===== src/hdl/srx_pkg.sv =====
`default_nettype none
package srx_pkg;

    localparam int unsigned PAYLOAD_DEPTH_DEF = 256;
    localparam int unsigned QUEUE_DEPTH       = 2;
    localparam int unsigned CFG_INDEX_W       = 2;

    localparam logic [7:0]  SYNC_FIRST_RST  = 8'hAA;
    localparam logic [7:0]  SYNC_SECOND_RST = 8'h55;
    localparam logic [15:0] CRC_INIT        = 16'hFFFF;
    localparam logic [15:0] CRC_POLY        = 16'h1021;
    localparam logic [7:0]  MIN_LENGTH      = 8'd5;

    // configuration register indexes
    localparam logic [CFG_INDEX_W-1:0] REG_SYNC_FIRST  = CFG_INDEX_W'(0);
    localparam logic [CFG_INDEX_W-1:0] REG_SYNC_SECOND = CFG_INDEX_W'(1);

    // item kinds, shared by input and result
    localparam logic KIND_LINE = 1'b0;
    localparam logic KIND_READ = 1'b1;

    typedef enum logic [3:0] {
        ST_HUNT    = 4'd0,
        ST_SYNC2   = 4'd1,
        ST_LEN     = 4'd2,
        ST_TYPE    = 4'd3,
        ST_SEQH    = 4'd4,
        ST_SEQL    = 4'd5,
        ST_PAYLOAD = 4'd6,
        ST_CRCH    = 4'd7,
        ST_CRCL    = 4'd8
    } t_fstate;

    // one classified item as it travels from front to back
    typedef struct packed {
        logic       kind;
        logic [7:0] rx_byte;
        logic [7:0] read_index;
        logic       hit_first;
        logic       hit_second;
    } t_item;

    // one result held in the output register
    typedef struct packed {
        logic        kind;
        logic [7:0]  pkt_type;
        logic [15:0] pkt_seq;
        logic [7:0]  pkt_len;
    } t_result;

    // CRC-16, MSB first, one byte
    function automatic logic [15:0] crc_add(input logic [15:0] crc, input logic [7:0] b);
        logic [15:0] c;
        c = crc ^ {b, 8'h00};
        for (int i = 0; i < 8; i++) begin
            if (c[15]) begin
                c = {c[14:0], 1'b0} ^ CRC_POLY;
            end else begin
                c = {c[14:0], 1'b0};
            end
        end
        return c;
    endfunction

endpackage
`default_nettype wire


===== src/hdl/sync_length_crc16_frame_receiver.sv =====
`default_nettype none
// Sync/length framed receiver with CRC-16/CCITT-FALSE check. Each input beat
// is either a line byte (kind 0) or a read of one stored payload byte (kind 1).
// A frame is sync_first, sync_second, length L (>= 5), type, sequence (2 bytes,
// big-endian), L-5 payload bytes and a big-endian CRC over everything from the
// first sync byte through the payload. A good frame yields one result beat with
// type, sequence and payload length; a bad CRC, short length or wrong second
// sync is dropped without a result. Every read beat yields one result beat;
// only store entries written by the current or last frame are meaningful, and
// an index at or above PAYLOAD_DEPTH reads 0. The block takes one beat per
// clock cycle: the front tags sync matches and pushes into a two-entry queue,
// the back steps the frame state, updates the CRC one byte per cycle and owns
// the payload store and the output register. A result is presented from the
// output register: the accepted beat is first written into the queue, and the
// back loads the output register at the same edge as it pops that beat. While a
// result waits on the output, the back holds every beat, and the input side
// stalls once the queue is full. Write the sync registers only while no beat
// is in flight; the configuration port is always ready.
module sync_length_crc16_frame_receiver #(
    parameter int unsigned PAYLOAD_DEPTH = srx_pkg::PAYLOAD_DEPTH_DEF
) (
    input  wire logic                            i_clk,
    input  wire logic                            i_rst_n,
    input  wire logic                            i_in_valid,
    output logic                                 o_in_ready,
    input  wire logic                            i_kind,
    input  wire logic [7:0]                      i_rx_byte,
    input  wire logic [7:0]                      i_read_index,
    input  wire logic                            i_cfg_valid,
    output logic                                 o_cfg_ready,
    input  wire logic [srx_pkg::CFG_INDEX_W-1:0] i_cfg_index,
    input  wire logic [7:0]                      i_cfg_data,
    output logic                                 o_out_valid,
    input  wire logic                            i_out_ready,
    output logic                                 o_result_kind,
    output logic [7:0]                           o_pkt_type,
    output logic [15:0]                          o_pkt_seq,
    output logic [7:0]                           o_pkt_len,
    output logic [7:0]                           o_read_data
);
    import srx_pkg::*;

    logic  push, q_not_full, q_not_empty, pop;
    t_item front_item, head_item;

    // front: config registers and sync classification
    srx_front u_front (
        .i_clk        (i_clk),
        .i_rst_n      (i_rst_n),
        .i_in_valid   (i_in_valid),
        .o_in_ready   (o_in_ready),
        .i_kind       (i_kind),
        .i_rx_byte    (i_rx_byte),
        .i_read_index (i_read_index),
        .i_cfg_valid  (i_cfg_valid),
        .o_cfg_ready  (o_cfg_ready),
        .i_cfg_index  (i_cfg_index),
        .i_cfg_data   (i_cfg_data),
        .o_push       (push),
        .o_item       (front_item),
        .i_q_not_full (q_not_full)
    );

    // decouple front from back so either side can stall
    srx_queue u_queue (
        .i_clk       (i_clk),
        .i_rst_n     (i_rst_n),
        .i_push      (push),
        .i_item      (front_item),
        .o_not_full  (q_not_full),
        .o_not_empty (q_not_empty),
        .i_pop       (pop),
        .o_item      (head_item)
    );

    logic back_ready;
    assign pop = q_not_empty && back_ready;

    // back: frame walk, CRC, payload store, output register
    srx_back #(
        .PAYLOAD_DEPTH (PAYLOAD_DEPTH)
    ) u_back (
        .i_clk         (i_clk),
        .i_rst_n       (i_rst_n),
        .i_item_valid  (q_not_empty),
        .o_item_ready  (back_ready),
        .i_item        (head_item),
        .o_out_valid   (o_out_valid),
        .i_out_ready   (i_out_ready),
        .o_result_kind (o_result_kind),
        .o_pkt_type    (o_pkt_type),
        .o_pkt_seq     (o_pkt_seq),
        .o_pkt_len     (o_pkt_len),
        .o_read_data   (o_read_data)
    );

endmodule
`default_nettype wire


===== src/hdl/srx_front.sv =====
`default_nettype none
module srx_front (
    input  wire logic                            i_clk,
    input  wire logic                            i_rst_n,
    input  wire logic                            i_in_valid,
    output logic                                 o_in_ready,
    input  wire logic                            i_kind,
    input  wire logic [7:0]                      i_rx_byte,
    input  wire logic [7:0]                      i_read_index,
    input  wire logic                            i_cfg_valid,
    output logic                                 o_cfg_ready,
    input  wire logic [srx_pkg::CFG_INDEX_W-1:0] i_cfg_index,
    input  wire logic [7:0]                      i_cfg_data,
    output logic                                 o_push,
    output srx_pkg::t_item                       o_item,
    input  wire logic                            i_q_not_full
);
    import srx_pkg::*;

    logic [7:0] r_sync_first;
    logic [7:0] r_sync_second;

    assign o_cfg_ready = 1'b1;

    always_ff @(posedge i_clk) begin
        if (!i_rst_n) begin
            r_sync_first  <= SYNC_FIRST_RST;
            r_sync_second <= SYNC_SECOND_RST;
        end else if (i_cfg_valid) begin
            unique case (i_cfg_index)
                REG_SYNC_FIRST:  r_sync_first  <= i_cfg_data;
                REG_SYNC_SECOND: r_sync_second <= i_cfg_data;
                default: ;
            endcase
        end
    end

    assign o_in_ready = i_q_not_full;
    assign o_push     = i_in_valid && i_q_not_full;

    // tag sync matches up front so the back only steers
    always_comb begin
        o_item.kind       = i_kind;
        o_item.rx_byte    = i_rx_byte;
        o_item.read_index = i_read_index;
        o_item.hit_first  = (i_rx_byte == r_sync_first);
        o_item.hit_second = (i_rx_byte == r_sync_second);
    end

endmodule
`default_nettype wire


===== src/hdl/srx_queue.sv =====
`default_nettype none
module srx_queue (
    input  wire logic           i_clk,
    input  wire logic           i_rst_n,
    input  wire logic           i_push,
    input  wire srx_pkg::t_item i_item,
    output logic                o_not_full,
    output logic                o_not_empty,
    input  wire logic           i_pop,
    output srx_pkg::t_item      o_item
);
    import srx_pkg::*;

    localparam int unsigned PW = (QUEUE_DEPTH > 1) ? $clog2(QUEUE_DEPTH) : 1;
    localparam int unsigned CW = $clog2(QUEUE_DEPTH + 1);

    t_item          r_slot [QUEUE_DEPTH];
    logic [PW-1:0]  r_wr_ptr;
    logic [PW-1:0]  r_rd_ptr;
    logic [CW-1:0]  r_count;

    assign o_not_full  = (r_count != CW'(QUEUE_DEPTH));
    assign o_not_empty = (r_count != '0);
    assign o_item      = r_slot[r_rd_ptr];

    always_ff @(posedge i_clk) begin
        if (i_push) begin
            r_slot[r_wr_ptr] <= i_item;
        end
    end

    always_ff @(posedge i_clk) begin
        if (!i_rst_n) begin
            r_wr_ptr <= '0;
            r_rd_ptr <= '0;
            r_count  <= '0;
        end else begin
            if (i_push) begin
                r_wr_ptr <= (r_wr_ptr == PW'(QUEUE_DEPTH - 1)) ? '0 : r_wr_ptr + PW'(1);
            end
            if (i_pop) begin
                r_rd_ptr <= (r_rd_ptr == PW'(QUEUE_DEPTH - 1)) ? '0 : r_rd_ptr + PW'(1);
            end
            if (i_push && !i_pop) begin
                r_count <= r_count + CW'(1);
            end else if (i_pop && !i_push) begin
                r_count <= r_count - CW'(1);
            end
        end
    end

endmodule
`default_nettype wire


===== src/hdl/srx_back.sv =====
`default_nettype none
module srx_back #(
    parameter int unsigned PAYLOAD_DEPTH = srx_pkg::PAYLOAD_DEPTH_DEF
) (
    input  wire logic           i_clk,
    input  wire logic           i_rst_n,
    input  wire logic           i_item_valid,
    output logic                o_item_ready,
    input  wire srx_pkg::t_item i_item,
    output logic                o_out_valid,
    input  wire logic           i_out_ready,
    output logic                o_result_kind,
    output logic [7:0]          o_pkt_type,
    output logic [15:0]         o_pkt_seq,
    output logic [7:0]          o_pkt_len,
    output logic [7:0]          o_read_data
);
    import srx_pkg::*;

    localparam int unsigned AW = $clog2(PAYLOAD_DEPTH);

    t_fstate     r_state, n_state;
    logic [7:0]  r_len;
    logic [7:0]  r_type;
    logic [15:0] r_seq;
    logic [7:0]  r_wpos;
    logic [15:0] r_crc;
    logic [7:0]  r_crc_high;
    logic [7:0]  r_store [PAYLOAD_DEPTH];
    logic [7:0]  r_rd_data;
    logic        r_rd_oor;
    logic        r_out_valid;
    t_result     r_out;

    logic        pop, line, rd;
    logic        payload_last;
    logic [15:0] crc_next;

    // control decoded from the current state and byte
    logic crc_en, crc_from_init, len_ld, type_ld, seqh_ld, seql_ld, crch_ld;
    logic store_we, wpos_clr, frame_hit;

    assign o_item_ready = !r_out_valid || i_out_ready;
    assign pop  = i_item_valid && o_item_ready;
    assign line = pop && (i_item.kind == KIND_LINE);
    assign rd   = pop && (i_item.kind == KIND_READ);

    assign payload_last = ({1'b0, r_wpos} + 9'd1) >= {1'b0, r_len - MIN_LENGTH};
    assign crc_next     = crc_add(crc_from_init ? CRC_INIT : r_crc, i_item.rx_byte);

    always_comb begin
        n_state = r_state;
        if (line) begin
            unique case (r_state)
                ST_SYNC2:   n_state = i_item.hit_second ? ST_LEN : ST_HUNT;
                ST_LEN:     n_state = (i_item.rx_byte < MIN_LENGTH) ? ST_HUNT : ST_TYPE;
                ST_TYPE:    n_state = ST_SEQH;
                ST_SEQH:    n_state = ST_SEQL;
                ST_SEQL:    n_state = (r_len == MIN_LENGTH) ? ST_CRCH : ST_PAYLOAD;
                ST_PAYLOAD: n_state = payload_last ? ST_CRCH : ST_PAYLOAD;
                ST_CRCH:    n_state = ST_CRCL;
                ST_CRCL:    n_state = ST_HUNT;
                default:    n_state = i_item.hit_first ? ST_SYNC2 : ST_HUNT;
            endcase
        end
    end

    always_comb begin
        crc_en        = 1'b0;
        crc_from_init = 1'b0;
        len_ld        = 1'b0;
        type_ld       = 1'b0;
        seqh_ld       = 1'b0;
        seql_ld       = 1'b0;
        crch_ld       = 1'b0;
        store_we      = 1'b0;
        wpos_clr      = 1'b0;
        frame_hit     = 1'b0;
        if (line) begin
            unique case (r_state)
                ST_SYNC2:   crc_en = i_item.hit_second;
                ST_LEN: begin
                    len_ld   = 1'b1;
                    crc_en   = (i_item.rx_byte >= MIN_LENGTH);
                    wpos_clr = (i_item.rx_byte >= MIN_LENGTH);
                end
                ST_TYPE: begin
                    type_ld = 1'b1;
                    crc_en  = 1'b1;
                end
                ST_SEQH: begin
                    seqh_ld = 1'b1;
                    crc_en  = 1'b1;
                end
                ST_SEQL: begin
                    seql_ld = 1'b1;
                    crc_en  = 1'b1;
                end
                ST_PAYLOAD: begin
                    store_we = 1'b1;
                    crc_en   = 1'b1;
                end
                ST_CRCH:    crch_ld   = 1'b1;
                ST_CRCL:    frame_hit = ({r_crc_high, i_item.rx_byte} == r_crc);
                default: begin
                    crc_en        = i_item.hit_first;
                    crc_from_init = 1'b1;
                end
            endcase
        end
    end

    always_ff @(posedge i_clk) begin
        if (!i_rst_n) begin
            r_state    <= ST_HUNT;
            r_len      <= '0;
            r_type     <= '0;
            r_seq      <= '0;
            r_wpos     <= '0;
            r_crc      <= CRC_INIT;
            r_crc_high <= '0;
        end else begin
            r_state <= n_state;
            if (crc_en)   r_crc      <= crc_next;
            if (len_ld)   r_len      <= i_item.rx_byte;
            if (type_ld)  r_type     <= i_item.rx_byte;
            if (seqh_ld)  r_seq      <= {i_item.rx_byte, 8'h00};
            if (seql_ld)  r_seq[7:0] <= i_item.rx_byte;
            if (crch_ld)  r_crc_high <= i_item.rx_byte;
            if (wpos_clr) begin
                r_wpos <= '0;
            end else if (store_we) begin
                r_wpos <= r_wpos + 8'd1;
            end
        end
    end

    // payload store: one write and one registered read port
    always_ff @(posedge i_clk) begin
        if (store_we) begin
            r_store[AW'(r_wpos)] <= i_item.rx_byte;
        end
    end

    always_ff @(posedge i_clk) begin
        if (rd) begin
            r_rd_data <= r_store[AW'(i_item.read_index)];
            r_rd_oor  <= (32'(i_item.read_index) >= PAYLOAD_DEPTH);
        end
    end

    always_ff @(posedge i_clk) begin
        if (!i_rst_n) begin
            r_out_valid <= 1'b0;
        end else if (rd || frame_hit) begin
            r_out_valid <= 1'b1;
        end else if (i_out_ready) begin
            r_out_valid <= 1'b0;
        end
    end

    always_ff @(posedge i_clk) begin
        if (rd) begin
            r_out <= '{kind: KIND_READ, pkt_type: '0, pkt_seq: '0, pkt_len: '0};
        end else if (frame_hit) begin
            r_out <= '{kind: KIND_LINE, pkt_type: r_type, pkt_seq: r_seq,
                       pkt_len: r_len - MIN_LENGTH};
        end
    end

    assign o_out_valid   = r_out_valid;
    assign o_result_kind = r_out.kind;
    assign o_pkt_type    = r_out.pkt_type;
    assign o_pkt_seq     = r_out.pkt_seq;
    assign o_pkt_len     = r_out.pkt_len;
    assign o_read_data   = (r_out.kind == KIND_READ && !r_rd_oor) ? r_rd_data : 8'h00;

endmodule
`default_nettype wire


===== config.mk =====
export PLATFORM = sky130hd
export DESIGN_NAME = sync_length_crc16_frame_receiver
export DESIGN_NICKNAME = d
export VERILOG_FILES = /design/src/hdl/srx_pkg.sv /design/src/hdl/sync_length_crc16_frame_receiver.sv /design/src/hdl/srx_front.sv /design/src/hdl/srx_queue.sv /design/src/hdl/srx_back.sv
export SDC_FILE = /design/constraint.sdc
export NUM_CORES = 2
export LEC_CHECK = 0
export ABC_AREA = 1
export BUFFER_PORTS_ARGS = -buffer_cell sky130_fd_sc_hd__buf_2
export CORE_MARGIN = 4
export CORE_UTILIZATION = 55
export DETAILED_ROUTE_END_ITERATION = 6
export PLACE_DENSITY_LB_ADDON = 0.15
export SLEW_MARGIN = 20
export SYNTH_ARGS = -nofsm -noshare
export SYNTH_HDL_FRONTEND = slang
export SYNTH_SLANG_ARGS = --single-unit

===== constraint.sdc =====
create_clock -name i_clk -period 7.3 [get_ports i_clk]
set_clock_uncertainty 0.15 [all_clocks]
set_input_delay 0.365 -clock i_clk [delete_from_list [all_inputs] [get_ports i_clk]]
set_output_delay 0.365 -clock i_clk [all_outputs]
set_load 0.01 [all_outputs]

==> metrics.cfg <==
[status]
status = finished clean

[global_routing]
grt_pass1_wl_mm = 395
grt_max_degree = 205
grtUsageTotal_pct = 28.8
grt_pass1_vias = 63200
gr-total-overflow = 0
antenna_found_initial = 7

[placement]
gp_congestion = 0.840
port_buffers = 74
placed_cell_area_mm2 = 0.0985
hpwl_mm = 144

[timing]
rsz0062_at_grt = false
timing.slew.headroom_pct = 25.1
fmaxAchievable_ghz = 0.209
finalCritPeriodShare_pct = 65.6
period_minus_slack_ps = 4790
tns_ps = 0
finalHoldViolCount = 0
setup_viol = 0
slew_viol_final = 0
worst_pin_slew_ps = 1120

[cells_and_area]
nNetsFinal = 9414
drive_gt1_share_pct = 5.63
final_cell_mix = nand2_1, edfxtp_1, nand3_1
n_fill_cell = 14100
layout.cells.most_common = nand2_1
stdcell_area_mm2 = 0.106
syn_to_final_growth_pct = 9.99

[power_and_ir_drop]
power.density_mw_per_mm2 = 390
peakVddDrop_mv = 0.480
leakagePower_nw = 43.0

[critical_path]
critical_path_class = register to register
endpoint_kind = register
worst-r2r-setup-slack_ps = 2510
cp.arrival_ps = 5260
critPathRequiredTime_ps = 7770
cp_max_fo = 204
start_kind = register
rr_worst_depth = 13
reg2reg_to = u_back.r_rd_data[0]$_DFFE_PP_

[floorplanning]
rows = 153
die_x_um = 427
initial_core_util_pct = 55.4
die_h_um = 427
die-area_mm2 = 0.182
pin_count = 76
core-area_mm2 = 0.174

[synth]
synth_seq_area_share_pct = 67.7
ys_seq_elements = 2217
syn_avg_cell_area_um2 = 10.2
syn-cell-area_mm2 = 0.0965
synth_cells = 9455
syn_nets = 9502
yosysWarnings = 0
synth_cell_types = 44

[clocking]
cts_buffers = 223
cts_sinks = 2217
postCtsSetupBuffers = 0
insertion_delay_ps = 870
cts-hold-fix-buffers = 46
clkTransAtPathRegs_ps = 60
htree_levels = 4
clock_tree.root_cell = clkbuf_16
cts_resized = 0
cts_tree = yes
cts_buffer_depth = 3

[run]
maxCapViolCount = 0

[routing]
route.detailed.wl_per_inst_um = 22.2
via_count = 66700
totalWireLength_mm = 264
ant_nets = 0
drc = 0
drt_iter0_drc = 9296
dr.pass1.iters = 6
viasPerCell = 5.61

[min_path]
hold_class = input port to register
hold_path_end = u_queue.r_slot[0][5]$_DFFE_PP_
hold_path_depth = 2
hold_start = i_read_index[3]

per-stage QoR:
step                      std cells  setup WS, ps  total power, W  util [%]  hold WS (ps)
after floorplan                9455          2170          0.0252         -           279
after global placement        11400          2650          0.0300      56.6           293
after detailed placement      11400          2610          0.0302      56.6           296
after CTS                     11900          2630          0.0413      60.9          26.6
after global routing          11900          2400          0.0432      60.9          43.5
final                         11900          2510          0.0414      61.0          79.2
routing by layer:
metal  track usage [%]  wire, µm  vias up
li1                  -         -    30900
met1              40.6    108000    32200
met2              44.9    122000     3121
met3              5.46     24500      523
met4              10.6      9460        2
met5                 0        13        -
critical path: stages, from the launching register on:
cell and delay, ps:
dfxtp_2 390, inv_2 240, nand2_8 400, nand2_8 750, buf_12 610, nand2_1 100, nand3_1 130, nand3_1 130
nand3_1 180, nand3_1 230, nand3_1 290, nand3_1 240, nand3_1 280, nand2_1 80
final cells by class:
class | instances | area, µm² | area share [%]
Timing Repair Buffer | 204 | 1720 | 1.62
Tap cell | 2325 | 2910 | 2.74
Sequential cell | 2217 | 65300 | 61.5
Clock buffer | 290 | 6050 | 5.70
Multi-Input combinational cell | 5163 | 23100 | 21.8
Inverter | 1558 | 5910 | 5.57
Antenna cell | 6 | 15.0 | 0.0141
Clock inverter | 125 | 1110 | 1.05
cell families (layout without fill, tap and decap cells):
group,count (synthesis),after routing,synth area share [%]
simple gates,4769,4769,21.2
xor+xnor,45,45,0.416
flops,2217,2217,67.7
compound gates,333,333,1.95
fa+ha+maj,15,15,0.194
buf+inv,2075,2177,8.54
other cells,1,7,0.00388
synth_stat cells:
cell / count / area share, %
buf_2: 311 / 1.6
or2_2: 4 / 0.026
xnor2_1: 15 / 0.14
o22ai_1: 1 / 0.0065
clkbuf_1: 150 / 0.58
a211oi_2: 1 / 0.013
inv_2: 9 / 0.035
nor2_1: 390 / 1.5
nand2_2: 5 / 0.032
nand4_1: 7 / 0.045
nand3_1: 1790 / 9.3
buf_6: 1 / 0.012
nand2_1: 2493 / 9.7
nor4b_1: 1 / 0.0091
nor2_2: 4 / 0.026
buf_1: 39 / 0.15
xor2_1: 29 / 0.26
nand3b_1: 52 / 0.40
dfxtp_1: 123 / 2.6
a211oi_1: 6 / 0.047
nor2b_1: 1 / 0.0065
nor4_1: 4 / 0.026
a31o_2: 1 / 0.0091
xor2_2: 1 / 0.017
o21ai_2: 7 / 0.064
clkinv_1: 2 / 0.0078
nor3b_2: 1 / 0.013
nor3_1: 5 / 0.026
inv_1: 1547 / 6.0
edfxtp_1: 2094 / 65
or2_1: 6 / 0.039
buf_4: 16 / 0.12
a31oi_1: 1 / 0.0065
a21oi_1: 82 / 0.43
nor2_4: 1 / 0.012
o21ai_0: 152 / 0.79
nand2_4: 2 / 0.023
conb_1: 1 / 0.0039
nor3_2: 2 / 0.021
o211ai_1: 65 / 0.51
o21ai_1: 16 / 0.083
ha_1: 15 / 0.19
nor3b_1: 1 / 0.0078
o21a_1: 1 / 0.0078
worst max-delay path by stage:
stage,end,from,slack (ps)
floorplan,u_back.r_crc[15]$_SDFFE_PN1P_,register,2170
global placement,u_back.r_rd_data[1]$_DFFE_PP_,register,2650
detailed placement,u_back.r_rd_data[1]$_DFFE_PP_,register,2610
CTS,u_back.r_rd_data[1]$_DFFE_PP_,register,2630
global route,u_back.r_rd_data[7]$_DFFE_PP_,register,2400
finish,u_back.r_rd_data[0]$_DFFE_PP_,register,2510
power breakdown:
| part | internal, W | switching, W |
|---|---|---|
| logic | 0.00326 | 0.0110 |
| registers | 0.0158 | 0.0000966 |
| clock network | 0.00645 | 0.00483 |
sequential cells by signal (all words and copies together), names as in the netlist, named ones only:
register,count
u_queue.r_count,2
u_back.r_seq,16
u_queue.r_slot,38
u_back.o_out_valid,1
u_back.r_crc_high,8
u_front.r_sync_second,8
u_back.r_type,8
u_back.o_pkt_len,8
u_back.o_pkt_seq,16
u_back.r_len,8
u_back.r_store,2048
u_back.r_wpos,8
u_back.o_result_kind,1
u_front.r_sync_first,8
u_queue.r_rd_ptr,1
u_back.r_state,4
u_back.o_pkt_type,8
u_back.r_crc,16
u_queue.r_wr_ptr,1
u_back.r_rd_data,8
No activity file was read; power rests on OpenSTA's default activity.
